--- config.mk ---
export PLATFORM = sky130hd
export DESIGN_NAME = sme_cell
export DESIGN_NICKNAME = d
export VERILOG_FILES = /design/src/hdl/sme_pkg.sv /design/src/hdl/sme_cell.sv
export SDC_FILE = /design/constraint.sdc
export NUM_CORES = 1
export LEC_CHECK = 0
export BUFFER_PORTS_ARGS = -buffer_cell sky130_fd_sc_hd__buf_4
export CAP_MARGIN = 10
export CORE_MARGIN = 1
export CORE_UTILIZATION = 45
export DETAILED_ROUTE_END_ITERATION = 12
export HOLD_SLACK_MARGIN = 0.12
export PLACE_DENSITY = 0.81
export SYNTH_ARGS = -nofsm -noshare
export SYNTH_HDL_FRONTEND = slang
export SYNTH_SLANG_ARGS = --single-unit
--- constraint.sdc ---
create_clock -name clk -period 4.6 [get_ports clk]
set_input_delay 0.92 -clock clk [delete_from_list [all_inputs] [get_ports clk]]
set_output_delay 0.92 -clock clk [all_outputs]
set_load 0.01 [all_outputs]
--- src/hdl/sme_pkg.sv ---
// Shared types and constants for the sorted multiset engine.
// No dependencies; used by sme_cell and sorted_multiset_engine.
`default_nettype none
package sme_pkg;

	localparam int CAPACITY = 64;
	localparam int DATA_W   = 32;
	localparam int MODE_W   = 2;
	localparam int KIND_W   = 2;

	typedef enum logic [MODE_W-1:0] {
		MODE_ADD    = 2'd0,
		MODE_REMOVE = 2'd1,
		MODE_FINISH = 2'd2
	} mode_t;

	typedef enum logic [KIND_W-1:0] {
		KIND_ELEM     = 2'd0,
		KIND_MISSING  = 2'd1,
		KIND_EMPTY    = 2'd2,
		KIND_OVERFLOW = 2'd3
	} kind_t;

	typedef enum logic [1:0] {
		CELL_HOLD,
		CELL_INSERT,
		CELL_REMOVE,
		CELL_SHIFT
	} cell_op_t;

	typedef struct packed {
		cell_op_t op;
		logic     occupied;
		logic     left_le;
	} cell_ctl_t;

	typedef struct packed {
		logic le;
		logic lt;
		logic eq;
	} cell_sts_t;

	typedef enum logic {
		ST_IDLE,
		ST_FIN
	} sme_state_t;

endpackage
`default_nettype wire

--- src/hdl/sme_cell.sv ---
// One slot of the sorted chain: holds a value, compares it with the item
// value and takes the item value or a neighbour's value. Uses sme_pkg.
`default_nettype none
module sme_cell (
	input  wire logic                              clk,
	input  wire sme_pkg::cell_ctl_t                ctl,
	input  wire logic signed [sme_pkg::DATA_W-1:0] din,
	input  wire logic signed [sme_pkg::DATA_W-1:0] left_val,
	input  wire logic signed [sme_pkg::DATA_W-1:0] right_val,
	output logic signed [sme_pkg::DATA_W-1:0]      val,
	output sme_pkg::cell_sts_t                     sts
);

	logic signed [sme_pkg::DATA_W-1:0] val_q;

	assign val    = val_q;
	assign sts.le = ctl.occupied && (val_q <= din);
	assign sts.lt = ctl.occupied && (val_q < din);
	assign sts.eq = ctl.occupied && (val_q == din);

	// the chain stays sorted, so le and lt are prefixes of the row
	always_ff @(posedge clk) begin
		case (ctl.op)
			sme_pkg::CELL_INSERT: begin
				if (!sts.le) begin
					val_q <= ctl.left_le ? din : left_val;
				end
			end
			sme_pkg::CELL_REMOVE: begin
				if (!sts.lt) begin
					val_q <= right_val;
				end
			end
			sme_pkg::CELL_SHIFT: val_q <= right_val;
			default: val_q <= val_q;
		endcase
	end

endmodule
`default_nettype wire

==> results of run 1 <==
==> per-stage QoR <==
step,std cells,power [mW],area [um2],util,hold WS [ps]
4_1_cts,470,0.971,3650,0.697,920
3_5_place_dp,462,0.768,3570,0.682,1200
2_1_floorplan,267,0.582,2500,-,1110
6_report,470,0.961,3650,0.697,924
3_3_place_gp,462,0.757,3570,0.682,1200
5_1_grt,470,1.03,3650,0.697,938
==> tightest hold or removal path: stages <==
cell,delay [ps]
sky130_fd_sc_hd__buf_4,80
sky130_fd_sc_hd__nand2_1,40
sky130_fd_sc_hd__o21ai_0,50
==> final cells by class <==
class                           count  area [um2]  share of cell area
Sequential cell                    32         961               0.263
Inverter                           33         124              0.0339
Tap cell                           70        87.6              0.0240
Clock buffer                        7        76.3              0.0209
Clock inverter                      1        3.75             0.00103
Timing Repair Buffer              136        1020               0.280
Multi-Input combinational cell    191        1380               0.378
==> worst max path at each step <==
stage | endpoint | slack [ps]
3_3_place_gp | sts[2] | 780
2_1_floorplan | val[0] | 500
3_5_place_dp | sts[2] | 710
4_1_cts | sts[2] | 690
5_1_grt | sts[2] | 600
6_report | sts[2] | 700
==> metal layers <==
| metal | global-route usage | vias to the layer above | wire length, um |
|---|---|---|---|
| li1 | - | 1223 | - |
| met3 | 0.0587 | 4 | 421 |
| met2 | 0.430 | 84 | 3370 |
| met4 | 0.0385 | 0 | 36 |
| met5 | 0 | - | 0 |
| met1 | 0.265 | 1086 | 2600 |
==> synthesized netlist by cell type <==
| library cell | number | share of area |
|---|---|---|
| sky130_fd_sc_hd__nand2_1 | 42 | 0.063 |
| sky130_fd_sc_hd__o21ai_0 | 37 | 0.074 |
| sky130_fd_sc_hd__inv_1 | 33 | 0.050 |
| sky130_fd_sc_hd__edfxtp_1 | 32 | 0.38 |
| sky130_fd_sc_hd__ha_1 | 32 | 0.16 |
| sky130_fd_sc_hd__mux2i_1 | 32 | 0.13 |
| sky130_fd_sc_hd__a21oi_1 | 14 | 0.028 |
| sky130_fd_sc_hd__clkbuf_1 | 8 | 0.012 |
| sky130_fd_sc_hd__nand3_1 | 6 | 0.012 |
| sky130_fd_sc_hd__nand4_1 | 6 | 0.015 |
| sky130_fd_sc_hd__buf_1 | 3 | 0.0045 |
| sky130_fd_sc_hd__nor2_1 | 3 | 0.0045 |
| sky130_fd_sc_hd__a221oi_1 | 2 | 0.0070 |
| sky130_fd_sc_hd__nor2b_1 | 2 | 0.0050 |
| sky130_fd_sc_hd__nor4_1 | 2 | 0.0050 |
| sky130_fd_sc_hd__o211ai_1 | 2 | 0.0060 |
| sky130_fd_sc_hd__a21boi_0 | 1 | 0.0030 |
| sky130_fd_sc_hd__and2b_1 | 1 | 0.0030 |
| sky130_fd_sc_hd__and4_1 | 1 | 0.0035 |
| sky130_fd_sc_hd__nand4_2 | 1 | 0.0050 |
| sky130_fd_sc_hd__nor3b_2 | 1 | 0.0050 |
| sky130_fd_sc_hd__nor4_2 | 1 | 0.0050 |
| sky130_fd_sc_hd__o22ai_1 | 1 | 0.0025 |
| sky130_fd_sc_hd__o31a_2 | 1 | 0.0040 |
| sky130_fd_sc_hd__or2_1 | 1 | 0.0025 |
| sky130_fd_sc_hd__or4_1 | 1 | 0.0030 |
| sky130_fd_sc_hd__or4_4 | 1 | 0.0045 |
==> logic make-up after synthesis <==
group                    after synthesis  share of synthesized area
AO/OA/AOI/OAI                         58                      0.125
adder cells (fa/ha/maj)               32                      0.160
buffers and inverters                 44                     0.0661
flip-flops                            32                      0.385
multiplexers                          32                      0.128
AND/OR/NAND/NOR                       69                      0.136
==> power groups by stage <==
| stage | Combinational (mW) | Clock, mW | Sequential (mW) |
|---|---|---|---|
| global placement | 0.350 | 0 | 0.407 |
| finish | 0.355 | 0.201 | 0.405 |
| floorplan | 0.153 | 0 | 0.429 |
| detailed placement | 0.357 | 0 | 0.411 |
| global route | 0.395 | 0.220 | 0.411 |
| CTS | 0.359 | 0.207 | 0.405 |
==> cell usage in the layout, fill, tap and decap left out, types with 2 or more instances in the layout <==
| cell | netlist | final |
|---|---|---|
| sky130_fd_sc_hd__nand2_1 | 42 | 42 |
| sky130_fd_sc_hd__buf_4 | 0 | 136 |
| sky130_fd_sc_hd__nor2b_1 | 2 | 2 |
| sky130_fd_sc_hd__ha_1 | 32 | 32 |
| sky130_fd_sc_hd__o211ai_1 | 2 | 2 |
| sky130_fd_sc_hd__a21oi_1 | 14 | 14 |
| sky130_fd_sc_hd__edfxtp_1 | 32 | 32 |
| sky130_fd_sc_hd__nand4_1 | 6 | 6 |
| sky130_fd_sc_hd__clkbuf_1 | 8 | 2 |
| sky130_fd_sc_hd__a221oi_1 | 2 | 2 |
| sky130_fd_sc_hd__o21ai_0 | 37 | 37 |
| sky130_fd_sc_hd__inv_1 | 33 | 33 |
| sky130_fd_sc_hd__mux2i_1 | 32 | 32 |
| sky130_fd_sc_hd__nor4_1 | 2 | 2 |
| sky130_fd_sc_hd__nand3_1 | 6 | 6 |
| sky130_fd_sc_hd__nor2_1 | 3 | 3 |
| sky130_fd_sc_hd__clkbuf_8 | 0 | 5 |
==> flow_metrics.env, run 1 <==
export IMPL_cts_sinks=32
export IMPL_detailedPlacementHpwl_um=5140
export IMPL_pwr_share_clk=0.209
export IMPL_final_antenna_net_count=0
export IMPL_tritoncts_clock_tree="built"
export IMPL_global_route_overflow_total=0
export IMPL_leakage_nw=1.87
export IMPL_io_pins=136
export IMPL_port_buffers=135
export IMPL_switching_power_mw=0.293
export IMPL_synth_cells=267
export IMPL_rsz0062_at_grt="false"
export IMPL_comb_power_share=0.369
export IMPL_die_y_um=76.5
export IMPL_timing_critical_path_max_delay_family="simple AND/OR/NAND/NOR gates"
export IMPL_area_grow_syn2layout_pct=46.2
export IMPL_power_switching_share=0.305
export IMPL_cts_reportedPaths_clkPinSlew_ps=70
export IMPL_hold_path_startpoint="right_val[12]"
export IMPL_route_vias_total=2397
export IMPL_rows=26
export IMPL_min_delay_worst_endpoint="val[12]"
export IMPL_insertedDiodeCount=0
export IMPL_die_area_um2=5850
export IMPL_average_instance_area_after_synthesis_um2=9.36
export IMPL_critical_path_reg2reg_startpoint="val[26]"
export IMPL_firstDrtPassIters=4
export IMPL_starting_density=0.477
export IMPL_synth_ff_latch_count=32
export IMPL_layout_nets=532
export IMPL_tightestPinTransition_ps=568
export IMPL_number_of_global_route_vias_before_repair=2457
export IMPL_cts_setup_buffers=0
export IMPL_remaining_drcs=0
export IMPL_drv_cap=0
export IMPL_reg2reg_setup_slack_ps=1600
export IMPL_run_status="completed"
export IMPL_worst_setup_slack_before_clock_tree_synthesis_ps=707
export IMPL_clk_insertion_delay_late_ps=270
export IMPL_detail_route_wl_per_cell_um=13.7
export IMPL_min_period_over_period=0.847
export IMPL_highest_delay_cell_along_the_critical_path="sky130_fd_sc_hd__or4_4"
export IMPL_grt_first_pass_wirelength_um=10800
export IMPL_finalHoldViolations=0
export IMPL_htreeDepth=2
export IMPL_cts_hold_buf=0
export IMPL_fill_cells=418
export IMPL_clock_tree_root_cell="sky130_fd_sc_hd__clkbuf_8"
export IMPL_synth_distinct_cells=27
export IMPL_gr_usage_all_layers=0.230
export IMPL_timing_setup_tns_ps=0
export IMPL_antenna_found_initial=0
export IMPL_fraction_of_layout_cells_with_a_size_suffix_above_1=0.365
export IMPL_tritoncts_num_buffers=5
export IMPL_cell_internal_pwr_mw=0.668
export IMPL_ratio_of_total_power_to_cell_area_nw_per_um2=263
export IMPL_crit_fanout=4
export IMPL_min_delay_path_depth=3
export IMPL_synth_yosys_warnings=0
export IMPL_reg2reg_to="val[11]"
export IMPL_synth_sequential_area_ratio=0.385
export IMPL_worstPathCellList="buf_4, inv_1, ha_1, nand4_2, or4_4, nor4_2, o31a_2, or4_1, nand3_1, buf_4"
export IMPL_critical_path_class="primary input to output pin"
export IMPL_cp_start_kind="primary input"
export IMPL_worst_ep_arrival_time_ps=2980
export IMPL_maximum_number_of_pins_on_one_net_before_global_route_repair=67
export IMPL_largest_register_ffs=32
export IMPL_finalWeightedCongestion=0.788
export IMPL_post_cts_resized_instances=0
export IMPL_worstPathRequired_ps=3680
export IMPL_worstSetupStartpoint="din[26]"
export IMPL_clk_path_buf_depth=2
export IMPL_via_per_inst=5.10
export IMPL_synth_net_count=400
export IMPL_crit_cells=10
export IMPL_max_freq_mhz=257
export IMPL_ir_worst_vdd_mv=0.274
export IMPL_design_core_area_um2=5240
export IMPL_worst_setup_path_end_kind="output pin"
export IMPL_timing_final_crit_period_ps=3900
export IMPL_setup_violations_final=0
export IMPL_timing_final_max_slew_violations=0
export IMPL_worst_min_delay_path_category="primary input to flip-flop"
export IMPL_final_critical_path_setup_slack_ps=704
export IMPL_drt_initial_drc_count=105
export IMPL_horizontal_die_dimension_um=76.5
export IMPL_relSlewSlack=0.621
export IMPL_timing_critical_path_mode_cell="sky130_fd_sc_hd__buf_4"
export IMPL_fin_skew_ps=3.59
export IMPL_worst_r2r_path_depth=8
export IMPL_critical_path_n_buffers_inverters=3
export IMPL_drt_wl_total_um=6420
export IMPL_mappedNetlistArea_um2=2500
export IMPL_sequentialPowerShare=0.421
export IMPL_crit_path_max_cell_delay_ps=560
Note: power is estimated with default switching activity, not from simulation.
==> run 2, diff against run 1 <==
- clock period: 4.6 -> 4 ns (I/O delays scaled with it)
==> flow_metrics.env, run 2 (same netlist as run 1, synthesis figures left out) <==
export IMPL_final_design_area_no_fill_um2=3660
export IMPL_relSlewSlack=0.516
export IMPL_htreeDepth=2
export IMPL_horizontal_die_dimension_um=76.5
export IMPL_register_area_um2=961
export IMPL_fin_skew_ps=7.44
export IMPL_remaining_drcs=0
export IMPL_min_delay_worst_endpoint="val[18]"
export IMPL_rsz0062_at_grt="false"
export IMPL_cts_reportedPaths_clkPinSlew_ps=70
export IMPL_run_status="completed"
export IMPL_reg2reg_to="val[10]"
export IMPL_timing_setup_tns_ps=0
export IMPL_drv_cap=0
export IMPL_ir_worst_vdd_mv=0.187
export IMPL_layout_common_cells="sky130_fd_sc_hd__buf_4 (137), sky130_fd_sc_hd__nand2_1 (42), sky130_fd_sc_hd__o21ai_0 (37)"
export IMPL_fill_cells=432
export IMPL_leading_cell_type_in_the_layout_fill_and_taps_excluded="sky130_fd_sc_hd__buf_4"
export IMPL_via_per_inst=5.17
export IMPL_worst_min_delay_path_category="primary input to flip-flop"
export IMPL_firstDrtPassIters=4
export IMPL_cts_sinks=32
export IMPL_clock_tree_root_cell="sky130_fd_sc_hd__clkbuf_8"
export IMPL_die_y_um=76.5
export IMPL_area_grow_syn2layout_pct=46.5
export IMPL_antenna_found_initial=0
export IMPL_clk_path_buf_depth=2
export IMPL_rows=26
export IMPL_drt_wl_total_um=6550
export IMPL_io_pins=136
export IMPL_min_period_over_period=0.913
export IMPL_port_buffers=135
export IMPL_leakage_nw=1.87
export IMPL_clk_insertion_delay_late_ps=280
export IMPL_finalHoldWorstSlack_ps=797
export IMPL_cts_hold_buf=0
export IMPL_grt_first_pass_wirelength_um=10800
export IMPL_detail_route_wl_per_cell_um=13.9
export IMPL_timing_final_crit_period_ps=3650
export IMPL_number_of_global_route_vias_before_repair=2430
export IMPL_worstPathRequired_ps=3200
export IMPL_timing_final_max_slew_violations=0
export IMPL_drt_initial_drc_count=92
export IMPL_route_vias_total=2436
export IMPL_fraction_of_layout_cells_with_a_size_suffix_above_1=0.367
export IMPL_insertedDiodeCount=0
export IMPL_crit_fanout=4
export IMPL_maximum_number_of_pins_on_one_net_before_global_route_repair=65
export IMPL_design_core_area_um2=5240
export IMPL_worst_r2r_path_depth=8
export IMPL_ratio_of_total_power_to_cell_area_nw_per_um2=305
export IMPL_worst_ep_arrival_time_ps=2850
export IMPL_finalHoldViolations=0
export IMPL_layout_nets=533
export IMPL_multi_input_comb_area_um2=1380
export IMPL_critical_path_class="primary input to output pin"
export IMPL_setup_violations_final=0
export IMPL_min_delay_path_depth=3
export IMPL_tightestPinTransition_ps=725
export IMPL_global_route_overflow_total=0
export IMPL_fin_util=0.699
export IMPL_gr_usage_all_layers=0.228
export IMPL_cp_start_kind="primary input"
export IMPL_detailedPlacementHpwl_um=5290
export IMPL_starting_density=0.477
export IMPL_reg2reg_setup_slack_ps=600
export IMPL_worst_setup_path_end_kind="output pin"
export IMPL_largest_register_ffs=32
export IMPL_final_antenna_net_count=0
export IMPL_max_freq_mhz=274
export IMPL_cts_setup_buffers=0
export IMPL_post_cts_resized_instances=0
export IMPL_tritoncts_num_buffers=5
export IMPL_die_area_um2=5850
export IMPL_tritoncts_clock_tree="built"
export IMPL_finalWeightedCongestion=0.783
export IMPL_critical_path_reg2reg_startpoint="val[26]"
export IMPL_hold_path_startpoint="right_val[18]"
export IMPL_placed_area_um2=3580
## run 2: per-stage QoR
step	std cells	power, mW	setup slack (ps)
floorplan	267	0.669	20.2
global placement	463	0.874	247
detailed placement	463	0.887	70.2
CTS	471	1.12	351
global route	471	1.18	245
finish	471	1.12	348
## run 2: layout make-up
type                    count  share of cell area
clock buffers               7              0.0209
clock inverters             1             0.00103
inverters                  33              0.0338
multi-input cells         191               0.377
flip-flops and latches     32               0.263
well taps                  70              0.0239
repair buffers            137               0.281
## run 2: critical path: stages
cell and delay (ps):
sky130_fd_sc_hd__buf_4 90, sky130_fd_sc_hd__inv_1 40, sky130_fd_sc_hd__ha_1 310, sky130_fd_sc_hd__nand4_2 130, sky130_fd_sc_hd__or4_4 570, sky130_fd_sc_hd__nor4_2 270
sky130_fd_sc_hd__o31a_2 240, sky130_fd_sc_hd__or4_1 150, sky130_fd_sc_hd__nand3_1 80, sky130_fd_sc_hd__buf_4 160
## run 2: metal layers
metal  GRT usage  vias to the layer above  wire, um
met2       0.407                       84      3310
met1       0.276                     1120      2770
met5           0                        -         0
li1            -                     1227         -
met4      0.0558                        0        50
met3      0.0539                        5       417
## run 2: how the worst max path moves through the flow
stage,end,start,cells after the start
6_report,sts[2],din[27],10
5_1_grt,sts[2],din[17],10
4_1_cts,val[8],din[26],10
3_5_place_dp,val[13],din[27],10
3_3_place_gp,val[14],din[26],10
2_1_floorplan,val[0],din[26],8
## run 2: report_power, final
part           internal [mW]  leakage [nW]  switching [mW]  total, mW
Clock                  0.121        0.0399           0.117      0.238
Combinational          0.212          1.51           0.199      0.411
Sequential             0.437         0.324          0.0294      0.466
==> run 3, diff against run 2 <==
- CORE_UTILIZATION: 45 -> 35
- PLACE_DENSITY: 0.81 -> 0.65
==> flow_metrics.env, run 3 (same netlist as run 1, synthesis figures left out) <==
export IMPL_firstDrtPassIters=4
export IMPL_switching_power_mw=0.340
export IMPL_grt_first_pass_wirelength_um=10300
export IMPL_area_grow_syn2layout_pct=47.8
export IMPL_highest_delay_cell_along_the_critical_path="sky130_fd_sc_hd__or4_1"
export IMPL_fill_cells=675
export IMPL_worst_ep_arrival_time_ps=2770
export IMPL_fraction_of_layout_cells_with_a_size_suffix_above_1=0.367
export IMPL_tightestPinTransition_ps=598
export IMPL_layout_nets=533
export IMPL_layout_common_cells="sky130_fd_sc_hd__buf_4 (137), sky130_fd_sc_hd__nand2_1 (42), sky130_fd_sc_hd__o21ai_0 (37)"
export IMPL_setup_violations_final=0
export IMPL_detail_route_wl_per_cell_um=13.0
export IMPL_route_vias_total=2336
export IMPL_io_pins=136
export IMPL_final_critical_path_setup_slack_ps=427
export IMPL_rows=30
export IMPL_instances_no_fill=497
export IMPL_final_antenna_net_count=0
export IMPL_worst_setup_path_end_kind="output pin"
export IMPL_insertedDiodeCount=0
export IMPL_port_buffers=135
export IMPL_tritoncts_num_buffers=5
export IMPL_timing_critical_path_max_delay_family="compound AO/OA/AOI/OAI gates"
export IMPL_cts_hold_buf=0
export IMPL_max_freq_mhz=280
export IMPL_timing_critical_path_mode_cell="sky130_fd_sc_hd__buf_4"
export IMPL_remaining_drcs=0
export IMPL_drv_cap=0
export IMPL_timing_final_max_slew_violations=0
export IMPL_final_design_area_no_fill_um2=3690
export IMPL_placed_cells_incl_taps=489
export IMPL_pwr_share_clk=0.212
export IMPL_critical_path_n_buffers_inverters=3
export IMPL_cp_start_kind="primary input"
export IMPL_worst_min_delay_path_category="primary input to flip-flop"
export IMPL_cts_setup_buffers=0
export IMPL_design_core_area_um2=6830
export IMPL_worstPathRequired_ps=3200
export IMPL_critical_path_class="primary input to output pin"
export IMPL_antenna_found_initial=0
export IMPL_number_of_global_route_vias_before_repair=2256
export IMPL_horizontal_die_dimension_um=86.5
export IMPL_timing_final_crit_period_ps=3570
export IMPL_via_per_inst=4.70
export IMPL_fin_total_pwr_mw=1.11
export IMPL_maximum_number_of_pins_on_one_net_before_global_route_repair=45
export IMPL_ratio_of_total_power_to_cell_area_nw_per_um2=301
export IMPL_comb_power_share=0.368
export IMPL_cell_internal_pwr_mw=0.769
export IMPL_finalWeightedCongestion=0.740
export IMPL_placed_area_um2=3610
export IMPL_largest_register_ffs=32
export IMPL_timing_setup_tns_ps=0
export IMPL_htreeDepth=2
export IMPL_gr_usage_all_layers=0.179
export IMPL_cts_sinks=32
export IMPL_relSlewSlack=0.601
export IMPL_crit_fanout=2
export IMPL_crit_path_max_cell_delay_ps=560
export IMPL_worst_setup_slack_before_clock_tree_synthesis_ps=173
export IMPL_rsz0062_at_grt="false"
export IMPL_finalHoldWorstSlack_ps=796
export IMPL_post_cts_resized_instances=0
export IMPL_drt_wl_total_um=6450
export IMPL_clock_tree_root_cell="sky130_fd_sc_hd__clkbuf_8"
export IMPL_finalHoldViolations=0
export IMPL_leading_cell_type_in_the_layout_fill_and_taps_excluded="sky130_fd_sc_hd__buf_4"
export IMPL_starting_density=0.366
export IMPL_drt_initial_drc_count=86
export IMPL_min_period_over_period=0.893
export IMPL_worstPathCellList="buf_4, inv_1, ha_1, a21oi_1, o21ai_0, a221oi_1, o22ai_1, or4_1, nand3_1, buf_4"
export IMPL_die_area_um2=7480
export IMPL_detailedPlacementHpwl_um=5270
export IMPL_leakage_nw=1.87
export IMPL_tritoncts_clock_tree="built"
export IMPL_run_status="completed"
export IMPL_power_switching_share=0.307
export IMPL_clk_insertion_delay_late_ps=280
export IMPL_sequentialPowerShare=0.420
export IMPL_fin_util=0.540
export IMPL_ir_worst_vdd_mv=0.153
export IMPL_global_route_overflow_total=0
export IMPL_die_y_um=86.5
export IMPL_clk_path_buf_depth=2
export IMPL_fin_skew_ps=5.00
export IMPL_cts_reportedPaths_clkPinSlew_ps=60
[run 3: cell counts in the layout (fill, tap and decap cells not counted)]
Identical to the previous run, type by type.
[run 3: layout make-up]
cell class,instances,area [um2],share of cell area
Multi-Input combinational cell,191,1380,0.373
Timing Repair Buffer,137,1030,0.279
Sequential cell,32,961,0.260
Inverter,33,124,0.0335
Tap cell,96,120,0.0325
Clock buffer,7,76.3,0.0207
Clock inverter,1,3.75,0.00102
[run 3: power groups by stage]
stage / clock network (mW) / registers, mW / logic [mW]
3_5_place_dp: 0 / 0.472 / 0.415
2_1_floorplan: 0 / 0.494 / 0.176
6_report: 0.235 / 0.466 / 0.409
3_3_place_gp: 0 / 0.471 / 0.410
5_1_grt: 0.259 / 0.472 / 0.460
4_1_cts: 0.244 / 0.467 / 0.416
[run 3: tightest hold or removal path, cell delays in order]
cell                      delay (ps)
sky130_fd_sc_hd__buf_4            70
sky130_fd_sc_hd__nand2_1          40
sky130_fd_sc_hd__o21ai_0          50
[run 3: final timing paths]
check                start       to  slack (ps)  depth (start not counted)
max                din[17]   sts[2]         430                         10
max reg2reg        val[23]  val[24]         750                          8
min reg2reg        val[31]  val[31]        1170                          5
min          right_val[19]  val[19]         800                          3
[run 3: layer usage]
layer | GRT usage | share of wire | wire length [um]
met2 | 0.303 | 0.45 | 2930
met4 | 0.0500 | 0.0098 | 63
met3 | 0.0476 | 0.072 | 466
met1 | 0.225 | 0.46 | 2990
met5 | 0 | 0 | 0
